## config.mk

```make
export PLATFORM = sky130hd
export DESIGN_NAME = bfpe_mod_unit
export DESIGN_NICKNAME = d
export VERILOG_FILES = /design/src/rtl/core/bfpe_pkg.sv /design/src/rtl/core/bfpe_mod_unit.sv
export SDC_FILE = /design/constraint.sdc
export NUM_CORES = 1
export LEC_CHECK = 0
export ABC_AREA = 1
export BUFFER_PORTS_ARGS = -buffer_cell sky130_fd_sc_hd__buf_2
export CAP_MARGIN = 0
export CORE_MARGIN = 10
export CORE_UTILIZATION = 25
export CTS_BUF_LIST = sky130_fd_sc_hd__clkbuf_4
export DETAILED_ROUTE_END_ITERATION = 8
export HOLD_SLACK_MARGIN = 0.15
export SLEW_MARGIN = 40
export SYNTH_ARGS = -nofsm -noshare
export SYNTH_HDL_FRONTEND = slang
export SYNTH_SLANG_ARGS = --single-unit
export TNS_END_PERCENT = 30
```

## constraint.sdc

```tcl
create_clock -name clk -period 43.8 [get_ports clk]
set_input_delay 0 -clock clk [delete_from_list [all_inputs] [get_ports clk]]
set_output_delay 0 -clock clk [all_outputs]
set_load 0.01 [all_outputs]
```

## src/rtl/core/bfpe_pkg.sv

```systemverilog
`timescale 1ns / 1ps
// ----------------------------------------------------------------------------
// Bloom filter probe engine package
// Shared widths, register indexes, operation codes and status types.
// ----------------------------------------------------------------------------
package bfpe_pkg;

	localparam int HASH_W    = 64;
	localparam int BC_W      = 17;
	localparam int HC_W      = 5;
	localparam int CFG_IDX_W = 4;
	localparam int CFG_W     = BC_W;

	localparam logic [CFG_IDX_W-1:0] REG_BIT_COUNT  = CFG_IDX_W'(0);
	localparam logic [CFG_IDX_W-1:0] REG_HASH_COUNT = CFG_IDX_W'(1);

	localparam logic [BC_W-1:0] BC_RESET = 17'h10000;
	localparam logic [HC_W-1:0] HC_RESET = 5'd4;

	localparam logic MODE_INSERT = 1'b0;
	localparam logic MODE_QUERY  = 1'b1;

	// Remainder unit: bits of the dividend retired per cycle
	localparam int DIG_BITS  = 8;
	localparam int DIV_STEPS = HASH_W / DIG_BITS;
	localparam int DIV_CNT_W = $clog2(DIV_STEPS);

	typedef struct packed {
		logic busy;
		logic done;
	} div_stat_t;

endpackage

```

## src/rtl/core/bfpe_mod_unit.sv

```systemverilog
`timescale 1ns / 1ps
// ----------------------------------------------------------------------------
// Bloom filter probe engine remainder unit
// Restoring remainder of a 64-bit value by a 17-bit modulus, 8 bits a cycle.
// ----------------------------------------------------------------------------
module bfpe_mod_unit import bfpe_pkg::*; (
	input  logic              clk,
	input  logic              arst_n,
	input  logic              start,
	input  logic [HASH_W-1:0] dividend,
	input  logic [BC_W-1:0]   modulus,
	output div_stat_t         stat,
	output logic [BC_W-1:0]   rem
);

	logic [HASH_W-1:0]    dvd_q;
	logic [BC_W-1:0]      rem_q;
	logic [DIV_CNT_W-1:0] cnt_q;
	logic                 busy_q;
	logic                 done_q;
	logic [BC_W-1:0]      rem_nxt;

	// One digit: shift in eight dividend bits, compare and subtract after each
	always_comb begin
		logic [BC_W:0] r;
		r = {1'b0, rem_q};
		for (int k = 0; k < DIG_BITS; k++) begin
			r = {r[BC_W-1:0], dvd_q[HASH_W-1-k]};
			if (r >= {1'b0, modulus}) begin
				r = r - {1'b0, modulus};
			end
		end
		rem_nxt = r[BC_W-1:0];
	end

	always_ff @(posedge clk or negedge arst_n) begin
		if (!arst_n) begin
			busy_q <= 1'b0;
			done_q <= 1'b0;
			cnt_q  <= '0;
		end else begin
			done_q <= 1'b0;
			if (start) begin
				busy_q <= 1'b1;
				cnt_q  <= '0;
			end else if (busy_q) begin
				cnt_q <= cnt_q + DIV_CNT_W'(1);
				if (cnt_q == DIV_CNT_W'(DIV_STEPS - 1)) begin
					busy_q <= 1'b0;
					done_q <= 1'b1;
				end
			end
		end
	end

	always_ff @(posedge clk) begin
		if (start) begin
			dvd_q <= dividend;
			rem_q <= '0;
		end else if (busy_q) begin
			dvd_q <= dvd_q << DIG_BITS;
			rem_q <= rem_nxt;
		end
	end

	assign stat.busy = busy_q;
	assign stat.done = done_q;
	assign rem       = rem_q;

endmodule

```

==> run_summary.xml, run 1 <==
<?xml version="1.0" encoding="UTF-8"?>
<metrics>
  <group name="status">
    <metric name="run_status" unit="">completed</metric>
  </group>
  <group name="cts">
    <metric name="max-clock-path-buffers" unit="">2</metric>
    <metric name="clkSlewWorstSetupHoldPaths" unit="ns">0.14</metric>
    <metric name="ctsRootBufferMaster" unit="">sky130_fd_sc_hd__clkbuf_4</metric>
    <metric name="cts_tree" unit="">built</metric>
    <metric name="clock_latency" unit="ns">0.48</metric>
    <metric name="cts-htree-levels" unit="">3</metric>
    <metric name="post_cts_resize_count" unit="">0</metric>
    <metric name="cts_sinks" unit="">86</metric>
    <metric name="cts_hold_repair.buffers" unit="">67</metric>
    <metric name="numCtsBuffers" unit="">9</metric>
    <metric name="post_cts.repair.setup_buffers" unit="">0</metric>
  </group>
  <group name="setup_path">
    <metric name="crit_path_start_kind" unit="">flip-flop</metric>
    <metric name="regToRegSetupSlack" unit="ns">24.32</metric>
    <metric name="crit-reg2reg-launch" unit="">dvd_q[63]$_DFFE_PP_</metric>
    <metric name="worst-endpoint-required" unit="ns">44.21</metric>
    <metric name="critPathMaxFanout" unit="">33</metric>
    <metric name="cpMostUsedCell" unit="">sky130_fd_sc_hd__nand2_1</metric>
    <metric name="timing_worst_setup_path_type" unit="">flip-flop to flip-flop</metric>
    <metric name="cpPeakStageDelay" unit="ns">0.70</metric>
    <metric name="critPathSlowestCell" unit="">sky130_fd_sc_hd__a21oi_2</metric>
    <metric name="r2r.worst_path.cells" unit="">106</metric>
    <metric name="worstSetupEndpointType" unit="">flip-flop</metric>
    <metric name="timing.rr.end" unit="">rem[1]$_SDFFE_PP0P_</metric>
    <metric name="critPathArrivalTime" unit="ns">19.89</metric>
  </group>
  <group name="synthesis">
    <metric name="gate_count_of_the_mapped_netlist" unit="">1842</metric>
    <metric name="postSynthRegisterBits" unit="">86</metric>
    <metric name="synth-warning-count" unit="">0</metric>
    <metric name="synth_top_area_cells" unit="">sky130_fd_sc_hd__nand2_1 22%, sky130_fd_sc_hd__edfxtp_1 16%, sky130_fd_sc_hd__ha_1 14%, sky130_fd_sc_hd__inv_1 7.0%, sky130_fd_sc_hd__a21oi_1 5.5%</metric>
    <metric name="seq_area_frac_synth" unit="">0.2002</metric>
    <metric name="synth_top_cell_area_share" unit="">0.2175</metric>
    <metric name="synth-main-ff-cell" unit="">sky130_fd_sc_hd__edfxtp_1</metric>
    <metric name="synth-async-reset-ratio" unit="">0.05814</metric>
    <metric name="syn-cell-area" unit="um2">11930</metric>
    <metric name="synth.avg_cell_area" unit="um2">6.474</metric>
    <metric name="synth_top_cell_by_area" unit="">sky130_fd_sc_hd__nand2_1</metric>
    <metric name="synth_edf_count" unit="">64</metric>
    <metric name="ys_types" unit="">53</metric>
    <metric name="synth.net_count" unit="">2072</metric>
  </group>
  <group name="timing">
    <metric name="worst_slew_margin_rel" unit="">0.4346</metric>
    <metric name="timing.fmax" unit="MHz">51.34</metric>
    <metric name="fin_crit_sh" unit="">0.4447</metric>
    <metric name="tightestPinTransition" unit="ns">0.8480</metric>
    <metric name="worst_clock_skew" unit="ns">0.03216</metric>
    <metric name="count_of_pins_over_their_slew_limit" unit="">0</metric>
    <metric name="rsz0062_at_grt" unit="">false</metric>
    <metric name="setup_viol_count_final" unit="">0</metric>
    <metric name="finalWorstPathRequiredPeriod" unit="ns">19.48</metric>
    <metric name="fin_setup_tns" unit="ns">0</metric>
    <metric name="report.final.hold_viol_count" unit="">0</metric>
  </group>
  <group name="route">
    <metric name="viasPerCell" unit="">4.762</metric>
    <metric name="wire_per_inst" unit="um">15.62</metric>
    <metric name="drtIter0Drc" unit="">1069</metric>
    <metric name="totalWireLength" unit="um">40690</metric>
    <metric name="post-route-drc-count" unit="">0</metric>
    <metric name="vias" unit="">12400</metric>
    <metric name="drt-pass1-iter-count" unit="">6</metric>
    <metric name="postRouteAntennaNets" unit="">0</metric>
  </group>
  <group name="floorplan">
    <metric name="floorplan.rows" unit="">79</metric>
    <metric name="floorplan_core_area" unit="um2">46850</metric>
    <metric name="initial_core_utilization" unit="">0.2545</metric>
    <metric name="io_pins" unit="">103</metric>
    <metric name="dieArea" unit="um2">56840</metric>
    <metric name="die_w" unit="um">238.4</metric>
    <metric name="fp.dieH" unit="um">238.4</metric>
  </group>
  <group name="global_route">
    <metric name="wire_length_of_the_first_global_routing_pass" unit="um">64310</metric>
    <metric name="grt_pass1_vias" unit="">12010</metric>
    <metric name="total_grt_overflow" unit="">0</metric>
    <metric name="grt_max_degree" unit="">70</metric>
    <metric name="number_of_antenna_violations_at_the_first_check_in_global_routing" unit="">0</metric>
    <metric name="groute.usage.overall" unit="">0.1401</metric>
  </group>
  <group name="layout">
    <metric name="area_growth" unit="%">16.37</metric>
    <metric name="layout.nets" unit="">2222</metric>
    <metric name="layout_cells_sized_above_1" unit="">0.09765</metric>
    <metric name="most-common-layout-cells" unit="">691 x sky130_fd_sc_hd__nand2_1, 222 x sky130_fd_sc_hd__inv_1, 138 x sky130_fd_sc_hd__ha_1, 131 x sky130_fd_sc_hd__a21oi_1, 122 x sky130_fd_sc_hd__nand3_1</metric>
    <metric name="num_antenna_cells" unit="">0</metric>
    <metric name="mostFrequentLayoutCell" unit="">sky130_fd_sc_hd__nand2_1</metric>
  </group>
  <group name="min_path">
    <metric name="hold_path_class" unit="">primary input to flip-flop</metric>
    <metric name="hold_end" unit="">rem[0]$_SDFFE_PP0P_</metric>
    <metric name="worst_hold_startpoint" unit="">modulus[0]</metric>
    <metric name="min_path_cells" unit="">5</metric>
  </group>
  <group name="place">
    <metric name="gpl.final_weighted_congestion" unit="">0.9316</metric>
    <metric name="dp_hpwl" unit="um">31480</metric>
    <metric name="io_buffer_count" unit="">102</metric>
  </group>
  <group name="run">
    <metric name="maxCapViolCount" unit="">0</metric>
  </group>
</metrics>
-- worst max-delay path: cells and delay by family (launching register included) --
kind	cells	cell delay, ns
AND/OR/NAND/NOR	48	5.94
adder cells (fa/ha/maj)	9	3.15
buffers and inverters	12	1.24
flip-flops	1	0.39
AO/OA/AOI/OAI	37	8.66
-- sequential cells by signal (all words and copies together) (netlist names) --
register and flops:
rem 17, done_q 1, dvd_q 64, busy_q 1, cnt_q 3
-- Yosys cell counts (all sizes together) (8+ instances only) --
library cell / instances
inv: 236
nand2: 711
dfxtp: 17
buf: 19
nand4: 12
nor2: 63
xnor2: 53
a21o: 8
edfxtp: 64
ha: 138
xor2: 62
nand3: 133
fa: 8
a21oi: 134
clkbuf: 25
o21ai: 85
nor3: 18
-- routing by layer --
metal  routed length [um]  global-route usage
met5                    0                   0
met4                 1005             0.03883
met3                 3419             0.03170
met2                17800              0.2248
met1                18470              0.1848
-- worst max path at each step --
stage                   startpoint  cells past startpoint              endpoint  slack (ns)
5_1_grt        dvd_q[63]$_DFFE_PP_                    109  rem[12]$_SDFFE_PP0P_       22.21
6_report       dvd_q[63]$_DFFE_PP_                    106   rem[1]$_SDFFE_PP0P_       24.32
4_1_cts        dvd_q[63]$_DFFE_PP_                    107   rem[1]$_SDFFE_PP0P_       24.56
3_5_place_dp            modulus[7]                    107   rem[1]$_SDFFE_PP0P_       24.51
3_3_place_gp            modulus[7]                    104  rem[11]$_SDFFE_PP0P_       25.08
2_1_floorplan  dvd_q[63]$_DFFE_PP_                    117  rem[10]$_SDFFE_PP0P_       27.24
-- kinds of logic (layout without fill, tap and decap cells) --
logic type | after synthesis | after routing | synth area share
AND/OR/NAND/NOR | 951 | 951 | 0.3410
buffers and inverters | 281 | 436 | 0.09390
AO/OA/AOI/OAI | 263 | 263 | 0.1222
adder cells (fa/ha/maj) | 146 | 146 | 0.1582
XOR/XNOR | 115 | 115 | 0.08446
flip-flops | 86 | 86 | 0.2002
-- stage by stage --
stage / util / cell area (um2) / hold slack (ns) / cells / setup slack (ns)
2_1_floorplan: - / 11930 / -0.2956 / 1842 / 27.24
3_3_place_gp: 0.2790 / 13070 / -0.1687 / 2521 / 25.08
3_5_place_dp: 0.2790 / 13070 / -0.1703 / 2521 / 24.51
4_1_cts: 0.2961 / 13870 / 0.2503 / 2604 / 24.56
5_1_grt: 0.2962 / 13880 / 0.2997 / 2604 / 22.21
6_report: 0.2962 / 13880 / 0.3090 / 2604 / 24.32
-- layout make-up --
type | instances | area (um2)
Tap cell | 607 | 759.5
Timing Repair Buffer | 183 | 1290
Clock buffer | 9 | 67.56
Inverter | 237 | 889.6
Sequential cell | 86 | 2387
Fill cell | 5161 | 32980
Clock inverter | 7 | 62.56
Multi-Input combinational cell | 1475 | 8421
Power of run 1 is left out: the tool's default activity adds up to more than one toggle a clock period on the data nets, which glitch-free logic cannot reach.
==> run 2: changes to the inputs <==
clock period = 17.4 ns   (was 43.8 ns; I/O delays follow)
==> run_summary.xml, run 2 (synthesized netlist as in run 1, its figures left out) <==
<?xml version="1.0" encoding="UTF-8"?>
<metrics>
  <group name="setup_path">
    <metric name="cpPeakStageDelay" unit="ns">0.44</metric>
    <metric name="regToRegSetupSlack" unit="ns">1.03</metric>
    <metric name="worstSetupStartpoint" unit="">dvd_q[63]$_DFFE_PP_</metric>
    <metric name="critPathArrivalTime" unit="ns">16.75</metric>
    <metric name="worst-endpoint-required" unit="ns">17.78</metric>
    <metric name="critPathMaxFanout" unit="">9</metric>
    <metric name="critPathSlowestCell" unit="">sky130_fd_sc_hd__fa_1</metric>
    <metric name="r2r.worst_path.cells" unit="">110</metric>
    <metric name="worstSetupEndpointType" unit="">flip-flop</metric>
    <metric name="cpMostUsedCell" unit="">sky130_fd_sc_hd__nand2_1</metric>
    <metric name="timing.rr.end" unit="">rem[15]$_SDFFE_PP0P_</metric>
    <metric name="crit_path_start_kind" unit="">flip-flop</metric>
    <metric name="timing_worst_setup_path_type" unit="">flip-flop to flip-flop</metric>
    <metric name="crit-reg2reg-launch" unit="">dvd_q[63]$_DFFE_PP_</metric>
  </group>
  <group name="floorplan">
    <metric name="fp.dieH" unit="um">238.4</metric>
    <metric name="dieArea" unit="um2">56840</metric>
    <metric name="floorplan_core_area" unit="um2">46850</metric>
    <metric name="io_pins" unit="">103</metric>
    <metric name="die_w" unit="um">238.4</metric>
    <metric name="initial_core_utilization" unit="">0.2545</metric>
    <metric name="floorplan.rows" unit="">79</metric>
  </group>
  <group name="timing">
    <metric name="count_of_pins_over_their_slew_limit" unit="">0</metric>
    <metric name="worst_slew_margin_rel" unit="">0.4865</metric>
    <metric name="fin_crit_sh" unit="">0.9407</metric>
    <metric name="report.final.hold_viol_count" unit="">0</metric>
    <metric name="timing.fmax" unit="MHz">61.09</metric>
    <metric name="tightestPinTransition" unit="ns">0.7694</metric>
    <metric name="worst_clock_skew" unit="ns">0.01892</metric>
    <metric name="finalWorstPathRequiredPeriod" unit="ns">16.37</metric>
    <metric name="setup_viol_count_final" unit="">0</metric>
  </group>
  <group name="status">
    <metric name="run_status" unit="">completed</metric>
  </group>
  <group name="place">
    <metric name="io_buffer_count" unit="">102</metric>
    <metric name="gpl.final_weighted_congestion" unit="">0.9531</metric>
    <metric name="dp_cells" unit="">2559</metric>
    <metric name="dp_hpwl" unit="um">34280</metric>
    <metric name="postPlaceCellArea" unit="um2">13360</metric>
  </group>
  <group name="cts">
    <metric name="clock_latency" unit="ns">0.46</metric>
    <metric name="cts_tree" unit="">built</metric>
    <metric name="cts-htree-levels" unit="">3</metric>
    <metric name="numCtsBuffers" unit="">9</metric>
    <metric name="ctsRootBufferMaster" unit="">sky130_fd_sc_hd__clkbuf_4</metric>
    <metric name="clkSlewWorstSetupHoldPaths" unit="ns">0.15</metric>
    <metric name="max-clock-path-buffers" unit="">2</metric>
    <metric name="cts_sinks" unit="">86</metric>
  </group>
  <group name="min_path">
    <metric name="worst_hold_startpoint" unit="">dividend[32]</metric>
    <metric name="hold_end" unit="">dvd_q[32]$_DFFE_PP_</metric>
    <metric name="min_path_cells" unit="">4</metric>
    <metric name="hold_path_class" unit="">primary input to flip-flop</metric>
  </group>
  <group name="layout">
    <metric name="finalInstanceArea" unit="um2">14970</metric>
    <metric name="layout_cells_sized_above_1" unit="">0.1612</metric>
    <metric name="area_growth" unit="%">25.53</metric>
    <metric name="layout.nets" unit="">2297</metric>
    <metric name="largest_reg_flops" unit="">64</metric>
    <metric name="final-instance-count-excl-fill" unit="">2680</metric>
    <metric name="nFillCells" unit="">5084</metric>
    <metric name="most-common-layout-cells" unit="">686 x sky130_fd_sc_hd__nand2_1, 221 x sky130_fd_sc_hd__inv_1, 122 x sky130_fd_sc_hd__nand3_1, 117 x sky130_fd_sc_hd__ha_1, 112 x sky130_fd_sc_hd__a21oi_1</metric>
    <metric name="regMostFlops" unit="">dvd_q</metric>
    <metric name="mostFrequentLayoutCell" unit="">sky130_fd_sc_hd__nand2_1</metric>
  </group>
  <group name="run">
    <metric name="maxCapViolCount" unit="">0</metric>
  </group>
  <group name="global_route">
    <metric name="wire_length_of_the_first_global_routing_pass" unit="um">67620</metric>
    <metric name="grt_pass1_vias" unit="">12490</metric>
    <metric name="grt_max_degree" unit="">70</metric>
    <metric name="total_grt_overflow" unit="">0</metric>
    <metric name="groute.usage.overall" unit="">0.1486</metric>
    <metric name="number_of_antenna_violations_at_the_first_check_in_global_routing" unit="">1</metric>
  </group>
  <group name="route">
    <metric name="totalWireLength" unit="um">44630</metric>
    <metric name="viasPerCell" unit="">4.886</metric>
    <metric name="wire_per_inst" unit="um">16.65</metric>
    <metric name="drtIter0Drc" unit="">1099</metric>
    <metric name="postRouteAntennaNets" unit="">0</metric>
    <metric name="drt-pass1-iter-count" unit="">5</metric>
    <metric name="vias" unit="">13090</metric>
    <metric name="post-route-drc-count" unit="">0</metric>
  </group>
</metrics>
==> run 2: cell count changes in the layout (fill, tap and decap cells not counted), sizes merged <==
cell      change
buf          +66
bufinv        +3
clkbuf        +1
clkinv        -2
clkinvlp      +2
diode         +1
inv           -3
nand2         +1
nand3         +4
nor2          +3
==> run 2: worst max path at each step <==
stage                                 to  slack, ns  cells past startpoint
finish              rem[15]$_SDFFE_PP0P_       1.03                    110
global route        rem[10]$_SDFFE_PP0P_      -0.21                    113
CTS                 rem[15]$_SDFFE_PP0P_       0.06                    109
detailed placement  rem[15]$_SDFFE_PP0P_       0.16                    109
global placement    rem[15]$_SDFFE_PP0P_       0.32                    110
floorplan           rem[10]$_SDFFE_PP0P_       0.84                    117
==> run 2: critical path: cells and delay by family (launching register included) <==
family	cells	cell delay [ns]
AOI/OAI and AO/OA	36	6.13
and+or+nand+nor	45	4.58
adders and majority gates	9	2.92
buffers and inverters	20	2.21
DFF	1	0.40
==> run 2: timing repair <==
item | in CTS | in global routing
endpoints found under the setup margin | 0 | 17
setup buffers | 0 | 28
endpoints found under the hold margin | 70 | 0
gates resized for setup | 0 | 104
hold buffers | 67 | 0
==> run 2: layout make-up <==
type                    count  area [um2]  share of cell area
clock buffers               9       67.56            0.004514
repair buffers            250        1834              0.1225
diodes                      1       2.502           0.0001672
flip-flops and latches     86        2391              0.1597
multi-input cells        1483        8897              0.5944
inverters                 237       897.1             0.05993
clock inverters             7       120.1            0.008024
well taps                 607       759.5             0.05074
==> run 2: metrics by stage <==
step / hold slack, ns / TNS, ns / worst slack, ns / util
2_1_floorplan: -0.2956 / 0 / 0.8395 / -
3_3_place_gp: -0.1723 / 0 / 0.3202 / 0.2851
3_5_place_dp: -0.1732 / 0 / 0.1584 / 0.2851
4_1_cts: 0.2882 / 0 / 0.05898 / 0.3034
5_1_grt: 0.3184 / -3.103 / -0.2128 / 0.3195
6_report: 0.3472 / 0 / 1.031 / 0.3195
==> run 2: metal layers <==
layer,part of all wire,global-route usage,up-vias
met5,0,0,-
met4,0.030,0.04563,0
met3,0.069,0.02432,84
met2,0.45,0.2430,483
met1,0.45,0.1963,6081
li1,-,-,6446
Power of run 2 is left out for the same reason.
